[src/hdl/php_pkg.sv]
package php_pkg;

    localparam logic [15:0] EtherIpv4 = 16'h0800;
    localparam logic [15:0] EtherIpv6 = 16'h86DD;

    localparam logic [1:0] NetIpv4    = 2'd0;
    localparam logic [1:0] NetIpv6    = 2'd1;
    localparam logic [1:0] NetUnknown = 2'd2;

    localparam logic [2:0] TrIcmp   = 3'd0;
    localparam logic [2:0] TrIcmpv6 = 3'd1;
    localparam logic [2:0] TrTcp    = 3'd2;
    localparam logic [2:0] TrUdp    = 3'd3;
    localparam logic [2:0] TrOther  = 3'd4;

    localparam logic [1:0] StatOk       = 2'd0;
    localparam logic [1:0] StatShort    = 2'd1;
    localparam logic [1:0] StatNegative = 2'd2;

    localparam int QueueDepth = 2;

    // Raw fields captured from one frame, handed from the capture stage
    // to the summary stage.
    typedef struct packed {
        logic [15:0] frame_len;
        logic [15:0] ether_kind;
        logic [5:0]  ip_header_bytes;
        logic [15:0] transport_start;
        logic [15:0] network_length;
        logic [7:0]  next_protocol;
        logic [31:0] port_words;
        logic [6:0]  tcp_header_bytes;
        logic [15:0] udp_length;
        logic [7:0]  icmp_kind;
        logic [63:0] ipv4_addresses;
    } capture_t;

    typedef struct packed {
        logic [31:0] packet_number;
        logic [1:0]  network_kind;
        logic [15:0] ether_kind_raw;
        logic [2:0]  transport_kind;
        logic [7:0]  next_protocol;
        logic [15:0] source_port;
        logic [15:0] dest_port;
        logic [7:0]  icmp_kind;
        logic [15:0] payload_bytes;
        logic [31:0] source_ipv4;
        logic [31:0] dest_ipv4;
        logic [1:0]  parse_status;
    } summary_t;

endpackage

[src/hdl/php_capture.sv]
module php_capture
    import php_pkg::*;
(
    input  logic       aclk,
    input  logic       aresetn,
    input  logic       byte_valid,
    input  logic [7:0] frame_byte,
    input  logic       frame_end,
    output logic       cap_valid,
    output capture_t   cap_data
);

    logic [15:0] byte_offset_reg, byte_offset_next;
    logic [15:0] ether_kind_reg, ether_kind_next;
    logic [5:0]  ip_header_bytes_reg, ip_header_bytes_next;
    logic [15:0] transport_start_reg, transport_start_next;
    logic [15:0] network_length_reg, network_length_next;
    logic [7:0]  next_protocol_reg, next_protocol_next;
    logic [31:0] port_words_reg, port_words_next;
    logic [6:0]  tcp_header_bytes_reg, tcp_header_bytes_next;
    logic [15:0] udp_length_reg, udp_length_next;
    logic [7:0]  icmp_kind_reg, icmp_kind_next;
    logic [63:0] ipv4_addresses_reg, ipv4_addresses_next;

    logic        is_v4, is_v6;
    logic [15:0] pos, rel, tstart;
    logic [2:0]  lane;
    logic [16:0] frame_len_wide;

    always_comb begin
        pos = byte_offset_reg;
        lane = 3'd1 - pos[2:0];
        ether_kind_next = ether_kind_reg;
        ip_header_bytes_next = ip_header_bytes_reg;
        transport_start_next = transport_start_reg;
        network_length_next = network_length_reg;
        next_protocol_next = next_protocol_reg;
        port_words_next = port_words_reg;
        tcp_header_bytes_next = tcp_header_bytes_reg;
        udp_length_next = udp_length_reg;
        icmp_kind_next = icmp_kind_reg;
        ipv4_addresses_next = ipv4_addresses_reg;

        if (pos == 16'd12) ether_kind_next = {frame_byte, 8'd0};
        if (pos == 16'd13) ether_kind_next = {ether_kind_reg[15:8], frame_byte};
        is_v4 = (pos >= 16'd14) && (ether_kind_reg == EtherIpv4);
        is_v6 = (pos >= 16'd14) && (ether_kind_reg == EtherIpv6);

        tstart = transport_start_reg;
        if (is_v4) begin
            if (pos == 16'd14) begin
                ip_header_bytes_next = {frame_byte[3:0], 2'b00};
                tstart = 16'd14 + {10'd0, frame_byte[3:0], 2'b00};
            end
            if (pos == 16'd16) network_length_next = {frame_byte, 8'd0};
            if (pos == 16'd17) network_length_next = {network_length_reg[15:8], frame_byte};
            if (pos == 16'd23) next_protocol_next = frame_byte;
            if (pos >= 16'd26 && pos <= 16'd33) begin
                ipv4_addresses_next[8*lane +: 8] = frame_byte;
            end
        end
        if (is_v6) begin
            tstart = 16'd54;
            if (pos == 16'd18) network_length_next = {frame_byte, 8'd0};
            if (pos == 16'd19) network_length_next = {network_length_reg[15:8], frame_byte};
            if (pos == 16'd20) next_protocol_next = frame_byte;
        end
        transport_start_next = tstart;

        rel = pos - tstart;
        if ((is_v4 || is_v6) && pos >= tstart) begin
            if (rel == 16'd0) icmp_kind_next = frame_byte;
            if (rel < 16'd4) port_words_next[8*(3 - rel[1:0]) +: 8] = frame_byte;
            if (rel == 16'd4) udp_length_next = {frame_byte, 8'd0};
            if (rel == 16'd5) udp_length_next = {udp_length_reg[15:8], frame_byte};
            if (rel == 16'd12) tcp_header_bytes_next = {1'b0, frame_byte[7:4], 2'b00};
        end

        byte_offset_next = (byte_offset_reg != 16'hFFFF) ? byte_offset_reg + 16'd1
                                                         : byte_offset_reg;
    end

    // Address bytes 26..33 map to byte lanes 7..0 of the address word.
    // pos 26 -> lane 7; lane = 33 - pos, taken in 3 bits since 33-26 < 8.

    always_ff @(posedge aclk) begin
        if (!aresetn || (byte_valid && frame_end)) begin
            byte_offset_reg <= '0;
            ether_kind_reg <= '0;
            ip_header_bytes_reg <= '0;
            transport_start_reg <= '0;
            network_length_reg <= '0;
            next_protocol_reg <= '0;
            port_words_reg <= '0;
            tcp_header_bytes_reg <= '0;
            udp_length_reg <= '0;
            icmp_kind_reg <= '0;
            ipv4_addresses_reg <= '0;
        end else if (byte_valid) begin
            byte_offset_reg <= byte_offset_next;
            ether_kind_reg <= ether_kind_next;
            ip_header_bytes_reg <= ip_header_bytes_next;
            transport_start_reg <= transport_start_next;
            network_length_reg <= network_length_next;
            next_protocol_reg <= next_protocol_next;
            port_words_reg <= port_words_next;
            tcp_header_bytes_reg <= tcp_header_bytes_next;
            udp_length_reg <= udp_length_next;
            icmp_kind_reg <= icmp_kind_next;
            ipv4_addresses_reg <= ipv4_addresses_next;
        end
    end

    // Frame length saturates in 16 bits; every threshold used is far below that.
    assign frame_len_wide = {1'b0, pos} + 17'd1;

    assign cap_valid = byte_valid && frame_end;
    always_comb begin
        cap_data.frame_len = frame_len_wide[16] ? 16'hFFFF : frame_len_wide[15:0];
        cap_data.ether_kind = ether_kind_next;
        cap_data.ip_header_bytes = ip_header_bytes_next;
        cap_data.transport_start = transport_start_next;
        cap_data.network_length = network_length_next;
        cap_data.next_protocol = next_protocol_next;
        cap_data.port_words = port_words_next;
        cap_data.tcp_header_bytes = tcp_header_bytes_next;
        cap_data.udp_length = udp_length_next;
        cap_data.icmp_kind = icmp_kind_next;
        cap_data.ipv4_addresses = ipv4_addresses_next;
    end

endmodule

[src/hdl/php_queue.sv]
module php_queue
    import php_pkg::*;
#(
    parameter int Depth = QueueDepth
) (
    input  logic     aclk,
    input  logic     aresetn,
    input  logic     wr_valid,
    output logic     wr_ready,
    input  capture_t wr_data,
    output logic     rd_valid,
    input  logic     rd_ready,
    output capture_t rd_data
);

    localparam int PtrW = (Depth > 1) ? $clog2(Depth) : 1;

    capture_t          store_reg [Depth];
    logic [PtrW-1:0]   wr_ptr_reg, rd_ptr_reg;
    logic [PtrW:0]     count_reg;
    logic              do_wr, do_rd;

    assign wr_ready = (count_reg != Depth[PtrW:0]);
    assign rd_valid = (count_reg != '0);
    assign do_wr = wr_valid && wr_ready;
    assign do_rd = rd_valid && rd_ready;
    assign rd_data = store_reg[rd_ptr_reg];

    always_ff @(posedge aclk) begin
        if (!aresetn) begin
            wr_ptr_reg <= '0;
            rd_ptr_reg <= '0;
            count_reg <= '0;
        end else begin
            if (do_wr) begin
                wr_ptr_reg <= (wr_ptr_reg == PtrW'(Depth - 1)) ? '0 : wr_ptr_reg + 1'b1;
            end
            if (do_rd) begin
                rd_ptr_reg <= (rd_ptr_reg == PtrW'(Depth - 1)) ? '0 : rd_ptr_reg + 1'b1;
            end
            count_reg <= count_reg + {{PtrW{1'b0}}, do_wr} - {{PtrW{1'b0}}, do_rd};
        end
    end

    always_ff @(posedge aclk) begin
        if (do_wr) store_reg[wr_ptr_reg] <= wr_data;
    end

    assert property (@(posedge aclk) disable iff (!aresetn)
        count_reg <= Depth[PtrW:0]) else $error("queue count overflow");
    assert property (@(posedge aclk) disable iff (!aresetn)
        (do_wr && !do_rd) |=> (count_reg == $past(count_reg) + 1'b1))
        else $error("queue count missed a write");
    assert property (@(posedge aclk) disable iff (!aresetn)
        (!do_wr && do_rd) |=> (count_reg == $past(count_reg) - 1'b1))
        else $error("queue count missed a read");

endmodule

[src/hdl/php_summary.sv]
module php_summary
    import php_pkg::*;
(
    input  logic     aclk,
    input  logic     aresetn,
    input  logic     cap_valid,
    output logic     cap_ready,
    input  capture_t cap_data,
    output logic     sum_valid,
    input  logic     sum_ready,
    output summary_t sum_data
);

    logic [31:0] frame_counter_reg;
    logic        out_valid_reg;
    summary_t    out_data_reg;
    summary_t    s;
    logic        take;
    logic [15:0] need, l4min;
    logic signed [17:0] net, pay;
    logic        neg;

    always_comb begin
        s = '0;
        s.packet_number = frame_counter_reg + 32'd1;
        s.ether_kind_raw = cap_data.ether_kind;
        s.network_kind = NetUnknown;
        s.transport_kind = TrOther;
        l4min = '0;
        need = 16'd14;
        net = '0;
        pay = '0;
        neg = 1'b0;
        if (cap_data.frame_len >= 16'd14) begin
            if (cap_data.ether_kind == EtherIpv4) s.network_kind = NetIpv4;
            else if (cap_data.ether_kind == EtherIpv6) s.network_kind = NetIpv6;
        end
        if (s.network_kind != NetUnknown) begin
            s.next_protocol = cap_data.next_protocol;
            case (cap_data.next_protocol)
                8'd1: begin s.transport_kind = TrIcmp; l4min = 16'd8; end
                8'd58: begin s.transport_kind = TrIcmpv6; l4min = 16'd8; end
                8'd6: begin s.transport_kind = TrTcp; l4min = 16'd20; end
                8'd17: begin s.transport_kind = TrUdp; l4min = 16'd8; end
                default: begin s.transport_kind = TrOther; end
            endcase
            if (s.network_kind == NetIpv4) begin
                need = cap_data.transport_start + l4min;
                if (need < 16'd34) need = 16'd34;
                net = $signed({2'b00, cap_data.network_length})
                    - $signed({12'd0, cap_data.ip_header_bytes});
                if (net < 0) neg = 1'b1;
                s.source_ipv4 = cap_data.ipv4_addresses[63:32];
                s.dest_ipv4 = cap_data.ipv4_addresses[31:0];
            end else begin
                need = 16'd54 + l4min;
                net = $signed({2'b00, cap_data.network_length});
            end
            if (s.transport_kind == TrTcp || s.transport_kind == TrUdp) begin
                s.source_port = cap_data.port_words[31:16];
                s.dest_port = cap_data.port_words[15:0];
            end
            if (s.transport_kind == TrIcmp || s.transport_kind == TrIcmpv6) begin
                s.icmp_kind = cap_data.icmp_kind;
                pay = net - 18'sd8;
            end else if (s.transport_kind == TrTcp) begin
                pay = net - $signed({11'd0, cap_data.tcp_header_bytes});
            end else if (s.transport_kind == TrUdp) begin
                pay = $signed({2'b00, cap_data.udp_length}) - 18'sd8;
            end
            if (s.transport_kind != TrOther && pay < 0) neg = 1'b1;
            if (s.transport_kind != TrOther && pay > 0) s.payload_bytes = pay[15:0];
        end
        if (cap_data.frame_len < need) begin
            s.parse_status = StatShort;
            s.payload_bytes = '0;
        end else if (neg) begin
            s.parse_status = StatNegative;
            s.payload_bytes = '0;
        end
    end

    assign cap_ready = !out_valid_reg || sum_ready;
    assign take = cap_valid && cap_ready;
    assign sum_valid = out_valid_reg;
    assign sum_data = out_data_reg;

    always_ff @(posedge aclk) begin
        if (!aresetn) begin
            frame_counter_reg <= '0;
            out_valid_reg <= 1'b0;
        end else begin
            if (take) frame_counter_reg <= frame_counter_reg + 32'd1;
            if (cap_ready) out_valid_reg <= cap_valid;
        end
    end

    always_ff @(posedge aclk) begin
        if (take) out_data_reg <= s;
    end

    assert property (@(posedge aclk) disable iff (!aresetn)
        take |=> (out_valid_reg && out_data_reg.packet_number == frame_counter_reg))
        else $error("summary number does not match frame count");
    assert property (@(posedge aclk) disable iff (!aresetn)
        (out_valid_reg && out_data_reg.parse_status != StatOk)
            |-> (out_data_reg.payload_bytes == 16'd0))
        else $error("payload not cleared on bad status");
    assert property (@(posedge aclk) disable iff (!aresetn)
        (out_valid_reg && out_data_reg.network_kind == NetUnknown)
            |-> (out_data_reg.transport_kind == TrOther))
        else $error("transport class without network layer");

endmodule

[src/hdl/packet_header_parser.sv]
// Ethernet header parser. Frame bytes arrive one per word on the s_ side,
// s_tlast marking the final byte; one summary word per frame leaves on the
// m_ side after the final byte. The capture stage takes a byte every cycle
// and never stalls except when its summary queue (QDepth entries, two by
// default) is full, which only happens if the m_ side holds back more than
// QDepth summaries. A summary passes through the queue, then the output
// register. IPv6 extension headers are not walked.
module packet_header_parser
    import php_pkg::*;
#(
    parameter int QDepth = QueueDepth
) (
    input  logic         aclk,
    input  logic         aresetn,
    input  logic         s_tvalid,
    output logic         s_tready,
    input  logic [7:0]   s_tdata,   // frame_byte
    input  logic         s_tlast,   // frame_end
    output logic         m_tvalid,
    input  logic         m_tready,
    // packet_number[31:0], network_kind[33:32], ether_kind_raw[49:34],
    // transport_kind[52:50], next_protocol[60:53], source_port[76:61],
    // dest_port[92:77], icmp_kind[100:93], payload_bytes[116:101],
    // source_ipv4[148:117], dest_ipv4[180:149], parse_status[182:181], zero fill.
    output logic [183:0] m_tdata
);

    logic     cap_valid, q_wr_ready, q_rd_valid, q_rd_ready;
    capture_t cap_data, q_rd_data;
    summary_t sum_data;

    // Every byte is held off while the summary queue is full.
    assign s_tready = q_wr_ready;

    php_capture u_capture (
        .aclk       (aclk),
        .aresetn    (aresetn),
        .byte_valid (s_tvalid && s_tready),
        .frame_byte (s_tdata),
        .frame_end  (s_tlast),
        .cap_valid  (cap_valid),
        .cap_data   (cap_data)
    );

    php_queue #(.Depth(QDepth)) u_queue (
        .aclk     (aclk),
        .aresetn  (aresetn),
        .wr_valid (cap_valid),
        .wr_ready (q_wr_ready),
        .wr_data  (cap_data),
        .rd_valid (q_rd_valid),
        .rd_ready (q_rd_ready),
        .rd_data  (q_rd_data)
    );

    php_summary u_summary (
        .aclk      (aclk),
        .aresetn   (aresetn),
        .cap_valid (q_rd_valid),
        .cap_ready (q_rd_ready),
        .cap_data  (q_rd_data),
        .sum_valid (m_tvalid),
        .sum_ready (m_tready),
        .sum_data  (sum_data)
    );

    assign m_tdata = {1'b0, sum_data.parse_status, sum_data.dest_ipv4, sum_data.source_ipv4,
                      sum_data.payload_bytes, sum_data.icmp_kind, sum_data.dest_port,
                      sum_data.source_port, sum_data.next_protocol,
                      sum_data.transport_kind, sum_data.ether_kind_raw,
                      sum_data.network_kind, sum_data.packet_number};

endmodule
[config.mk]
export PLATFORM = sky130hd
export DESIGN_NAME = packet_header_parser
export DESIGN_NICKNAME = d
export VERILOG_FILES = /design/src/hdl/php_pkg.sv /design/src/hdl/php_capture.sv /design/src/hdl/php_queue.sv /design/src/hdl/php_summary.sv /design/src/hdl/packet_header_parser.sv
export SDC_FILE = /design/constraint.sdc
export NUM_CORES = 1
export LEC_CHECK = 0
export BUFFER_PORTS_ARGS = -buffer_cell sky130_fd_sc_hd__buf_2
export CAP_MARGIN = 20
export CORE_ASPECT_RATIO = 0.6
export CORE_UTILIZATION = 50
export CTS_BUF_LIST = sky130_fd_sc_hd__clkbuf_8
export DETAILED_ROUTE_END_ITERATION = 12
export PLACE_DENSITY_LB_ADDON = 0.2
export SYNTH_ARGS = -nofsm -noshare
export SYNTH_HDL_FRONTEND = slang
export SYNTH_SLANG_ARGS = --single-unit
[constraint.sdc]
create_clock -name aclk -period 34.8 [get_ports aclk]
set_input_delay 5.22 -clock aclk [delete_from_list [all_inputs] [get_ports aclk]]
set_output_delay 5.22 -clock aclk [all_outputs]
set_load 0.1 [all_outputs]
# Word-level counts from Yosys, hierarchy flattened
# Memories as Yosys holds them, arrays and structs flattened. A register that Yosys moved wholly into a read port is not among the register bits.
# Index checks and enable logic that the tools add are counted.
# classes
add_sub_neg	19
n_mul	0
n_div	0
order_cmp	11
eq_ne	27
shifts	4
muxes	58
bitwise_logic	2
n_reduce_logical	27
# op_table
cell	n
$mux W16	19
$mux W64	2
$mux W18	6
$eq A16 B5 Y1 const B	6
$bwmux W64	1
$eq A16 B4 Y1 const B	4
$mux W32	2
$shift A8 B34 Y64 const A	1
$shiftx A8 B34 Y64	1
$mux W8	6
$neg A32 Y34	1
$neg A6 Y34	1
$shift A8 B34 Y32 const A	1
$shiftx A8 B34 Y32	1
$add A32 B1 Y32 const B	1
$bwmux W32	1
$eq A16 B12 Y1 const B	2
$eq A16 B16 Y1 const B	2
$eq A16 B3 Y1 const B	2
$ge A16 B4 Y1 const B	2
$gt A18 B1 Y1 const B	1
$lt A18 B1 Y1 const B	1
$sub A18 B5 Y18 const B	1
$sub A18 B8 Y18	1
47 further kinds	82
# totals
reg_bits	425
latch_bits	0
ram_bits	410
rom_bits	0
output_inout_bits	186
wordCells	177
memories	1
# memory_table
memory	depth	word_bits	rd	rd_clocked_by_memory_dff	wr	line	text
u_queue.store_reg	2	205	1	1	1	php_queue.sv:18	capture_t store_reg [Depth];

# Longest topological paths before layout
# logic_depth
word_depth	16
ltp_mapped	36
depth_no_buf	28

# Modules after synthesis
# Synthesis repeated with hierarchy kept, for this count alone.
# hier_totals
cells_unflattened	3100
area_unflattened_um2	39521.7
# modules_own_cells
module	instances	cells_per_inst	area_each_um2	seq_area_each_um2
php_queue	1	667	15673.8	12411.9
php_capture	1	1427	12562.0	4103.9
php_summary	1	1003	11268.3	6155.9
packet_header_parser	1	3	17.5	0.0

# Worst setup path after synthesis
# OpenSTA, ideal clock, no wires.
# synth_timing
kind	input -> register
from	input port s_tvalid
to	register u_queue.wr_ptr_reg
setup_time_ns	0.098
arrival_time_ns	14.943
setup_slack_ns	19.759
path_stages	5
n_path_buf	1
path_cell_list	and2_1 -> clkbuf_1 -> nand2_1 -> nor2_1 -> o21a_1
# synth_via
elab_chain_cells	3
# synth_rtl
item	line	text
start: declaration	packet_header_parser.sv:15	input logic s_tvalid,
$logic_and A1 B1 Y1	packet_header_parser.sv:38	.byte_valid (s_tvalid && s_tready),
$logic_and A1 B1 Y1	php_capture.sv:117	assign cap_valid = byte_valid && frame_end;
$logic_and A1 B1 Y1	php_queue.sv:25	assign do_wr = wr_valid && wr_ready;
end signal: assignment	php_queue.sv:36	wr_ptr_reg <= (wr_ptr_reg == PtrW'(Depth - 1)) ? '0 : wr_ptr_reg + 1'b1;
end: declaration	php_queue.sv:19	logic [PtrW-1:0] wr_ptr_reg, rd_ptr_reg;
# Every way passes these cells.
# A chain may end at the register's enable or synchronous reset.

==> results.md <==
- Walking the worst path, the cells encountered are buf_2, inv_1, ha_1, nor2_1, mux2i_1, or2_2, ha_1, a21o_1, a21o_1, a21oi_1, nor2b_1, a211oi_1, a2111oi_0, nand4_1, nor4_1, nand3_1, mux2_2.
- 199 I/O pins were placed.
- The critical path startpoint category is an input port.
- Broken down by cell family, the worst path's largest delay share belongs to simple AND/OR/NAND/NOR gates.
- After Yosys synthesis, XOR and XNOR cells account for 3.189% of the synthesized area.
- For this block, the initial DRC count from the detailed router was 2,676.
- The number of enable flip-flop cells after synthesis is 593.
- The count of H-tree levels built during CTS is 3.
- The setup slack on the worst flop-to-flop path is 27,460 ps.
- Row generation in the floorplan step produced 77 rows.
- The via count normalized by instance count is 5.769.
- The floorplan step set the die height to 215.3 microns.
- The area added between synthesis and finish is 11.83%.
- Summing the areas of all and, or, nand and nor instances in the mapped netlist gives 13.97% of the synthesized area.
- Adding up every negative setup slack in the final design gives 0 ps.
- The weighted congestion at the end of routability-driven global placement is 0.8939.
- The actual slew at the worst max-slew pin is 1130 ps.
- The final critical delay including setup and external delays is 10,220 ps.
- For this run, the top clock speed supported by timing is 97.82 MHz.
- The TritonCTS clock tree is done.
- The number of buffers and inverters on the critical path is 2.
- The share of final-layout standard cells stronger than drive strength 1 is 17.68%.
- The maximum fanout count along the critical path is 18.
- Sequential elements use 59.81% of the synthesized area.
- In this run the tightest slew margin relative to its limit is 24.04%.
- The antenna diode instance count is 0.
- The clock edge transition at the registers on the reported setup and hold paths is 60 ps.
- The flip-flop count of the largest register after layout is 410.
- The number of fillers in the final layout is 6,106.
- The proportion of netlist area held by the largest area contributor is 46.98%.
- Summing the areas of all compound-gate instances in the mapped netlist gives 7.552% of the synthesized area.
- The area share of fa/ha/maj cells after synthesis is 2.489%.
- For this run, the number of Yosys warnings is 0.
- By area the synthesized netlist is led by edfxtp_1, dfxtp_1, mux2i_1.
- The area enclosed by the die boundary is 0.07696 sq mm.
- Hold repair after CTS inserted 0 buffers.
- Dividing the detail-routed wire length by the instance count gives 21.73 microns.
- The clock passes through at most 3 buffers.
- The worst hold path begins at u_capture.next_protocol_reg[6].
- For the worst setup path, the data required time is 35,290 ps.
- VDD sags by at most 89.13 uV.
- The area of the core is 0.07428 sq mm.
- Of all flip-flops after synthesis, the portion carrying an async set or reset was 0%.
- The count of final max-slew check failures came to 0.
- The number of global-route vias before repair is 24,885.
- The sum of net half-perimeters after detailed placement is 66,060 microns.
- The count of nets left with antenna violations once routing finished came out at 0.
- The tool flagged a number of max-cap violations equal to 0.
- The largest single stage delay on the critical path is 670 ps.
- Summed over all layers, the routed wires come to 97,630 microns.
- The slowest stage of the critical path is the nor4_1 cell.
- The worst hold path terminates at u_capture.next_protocol_reg[6].
- The tree is rooted in a clkbuf_8.
- The first-pass GRT wire length is 148,200 microns.
- The number of setup buffers added after CTS is 0.
- In this run the critical register-to-register path is launched from u_capture.byte_offset_reg[15].
- For this run, the leading register cell type out of synthesis is edfxtp_1.
- The number of gates resized after CTS was 0.
- The tree built by TritonCTS fans out to 836 sinks.
- In this run the mean area of a mapped cell was 11.87 sq um.
- The number of failing setup endpoints in the final timing report is 0.
- Synthesis inferred 836 register bits.
- The initial antenna violation count was 2.
- The combinational family with the most area after synthesis is simple AND/OR/NAND/NOR gates.
- The routed layout has 25,922 vias.
- The element type at the critical path end is a register.
- Setup repair after global routing left no endpoint under its margin.
- The pre-antenna-repair detailed-routing pass consisted of 6 iterations.
- The number of nets in the synthesized netlist is 3,279.
- The final layout net count is 3,483.
- The multi-input combinational cells in the finished layout cover a total of 0.01438 sq mm.
- The placed instance count is 4,255.
- The cell depth of the worst hold path is 2.
- The endpoint of the worst-slack reg-to-reg timing path is u_queue.store_reg[0][84].
- The library cells used most frequently in the layout, excluding fill and tap cells, are edfxtp_1, nor2_1, nand2_1.
- The run finished with clean final reports.
- After the flow finishes, the layout carries non-filler instances totaling 4,493.
- The leakage power total is 15.39 nW.
- The worst min-delay path category is reg2reg.
- The post-synthesis cell count is 3,193.
- The overall fraction of global-route tracks in use is 25.13%.
- The count of distinct cell types in the synthesized netlist is 95.
- The sequential cells in the finished layout cover a total of 0.02268 sq mm.
- Clock tree synthesis inserted a total of 121 buffers.
- Buffers placed on the I/O ports in this run total 197.
- The period utilization is 29.38%.
- The clock latency at the later pin of the worst-skew pair is 790 ps.
- The total count of hold-check failures in the final report is 0.
- The depth of the worst register-to-register path is 20.
- The maximum number of pins on one net before global-route repair is 134.
- The clock skew after layout is 40.00 ps.
- Of the post-synthesis cell area, the part taken by muxes is 10.57%.
- The post-synthesis cell type with the largest combined area is edfxtp_1.
- For this design the ratio of total power to cell area is 72.54 mW/mm^2.
- The initial cell density of the core is 51.03%.
- The overall overflow remaining after global route is 0.
- The die width is 357.5 microns.
- The critical path in this run is classified as in2reg.
- The post-detailed-route DRC marker count is 0.
- The most common cell after layout, fill and taps aside is edfxtp_1.
- The data arrival time of the worst path is 10,720 ps.
- In this run the cell area of the synthesized design comes to 0.03791 sq mm.
-- routing by layer --
metal	part of all wire, %	wire length (microns)	up-vias	GRT usage [%]
met2	41	39940	1019	34.69
met4	1.7	1673	2	5.812
li1	-	-	11982	-
met3	8.0	7838	146	5.045
met1	49	48100	12773	39.90
met5	0.080	78	-	0.6875
-- final cells by class --
cell class,count,area share (%)
Clock buffer,136,4.415
Clock inverter,96,1.552
Inverter,66,0.6021
Multi-Input combinational cell,2134,33.93
Sequential cell,836,53.49
Tap cell,987,2.913
Timing Repair Buffer,238,3.096
-- Yosys cell counts, types with 10 or more instances --
| library cell | instances |
|---|---|
| buf_2 | 20 |
| and3_1 | 29 |
| nand2_1 | 290 |
| xnor2_1 | 86 |
| or3_1 | 18 |
| xor2_1 | 52 |
| dfxtp_1 | 243 |
| clkbuf_1 | 115 |
| and2_1 | 86 |
| nand3_1 | 55 |
| mux2_2 | 152 |
| nand2b_1 | 19 |
| nor2_1 | 386 |
| buf_1 | 14 |
| ha_1 | 69 |
| inv_1 | 64 |
| mux2i_1 | 223 |
| nor3_1 | 59 |
| or2_2 | 19 |
| a22oi_1 | 15 |
| o21ai_0 | 87 |
| o21a_1 | 10 |
| nand4_1 | 35 |
| nor4_1 | 24 |
| a31oi_1 | 11 |
| nor2b_1 | 30 |
| a211oi_1 | 11 |
| a21oi_1 | 143 |
| a21boi_0 | 17 |
| a21o_1 | 20 |
| edfxtp_1 | 593 |
| a22o_1 | 32 |
-- tightest hold or removal path, cell delays in order, from the launching register on --
cell	delay [ps]
dfxtp_1	310
nand2_1	50
a21oi_1	50
-- through the flow --
| step | hold slack, ps | setup WS [ps] | total power, mW | utilization, % | cell area (sq um) |
|---|---|---|---|---|---|
| 2_1_floorplan | 420.9 | 19760 | 2.119 | - | 37910 |
| 3_3_place_gp | 434.7 | 23970 | 2.268 | 53.58 | 39800 |
| 3_5_place_dp | 442.1 | 23960 | 2.279 | 53.58 | 39800 |
| 4_1_cts | 451.4 | 24750 | 3.087 | 56.98 | 42330 |
| 5_1_grt | 468.9 | 24360 | 3.185 | 57.07 | 42390 |
| 6_report | 453.5 | 24580 | 3.075 | 57.07 | 42390 |
-- power by group --
group / total [mW] / internal (mW) / switching (mW)
sequential: 1.23 / 1.20 / 0.0349
clock: 0.812 / 0.422 / 0.390
combinational: 1.03 / 0.182 / 0.851
total: 3.07 / 1.80 / 1.28
-- worst max path at each step --
stage                               endpoint        from  depth (start not counted)  slack, ps
floorplan                 u_queue.wr_ptr_reg    s_tvalid                          5      19760
global placement    u_queue.store_reg[0][86]  s_tdata[0]                         17      23970
detailed placement  u_queue.store_reg[0][84]  s_tdata[0]                         16      23960
CTS                 u_queue.store_reg[0][84]  s_tdata[0]                         16      24750
global route        u_queue.store_reg[0][84]  s_tdata[0]                         16      24360
finish              u_queue.store_reg[0][84]  s_tdata[0]                         17      24580
-- kinds of logic after synthesis --
group | after synthesis
AND/OR/NAND/NOR | 1108
flip-flops | 836
AO/OA/AOI/OAI | 434
multiplexers | 380
buffers and inverters | 223
XOR/XNOR | 138
adder cells (fa/ha/maj) | 73
other | 1
(Power assumes the default switching activity.)
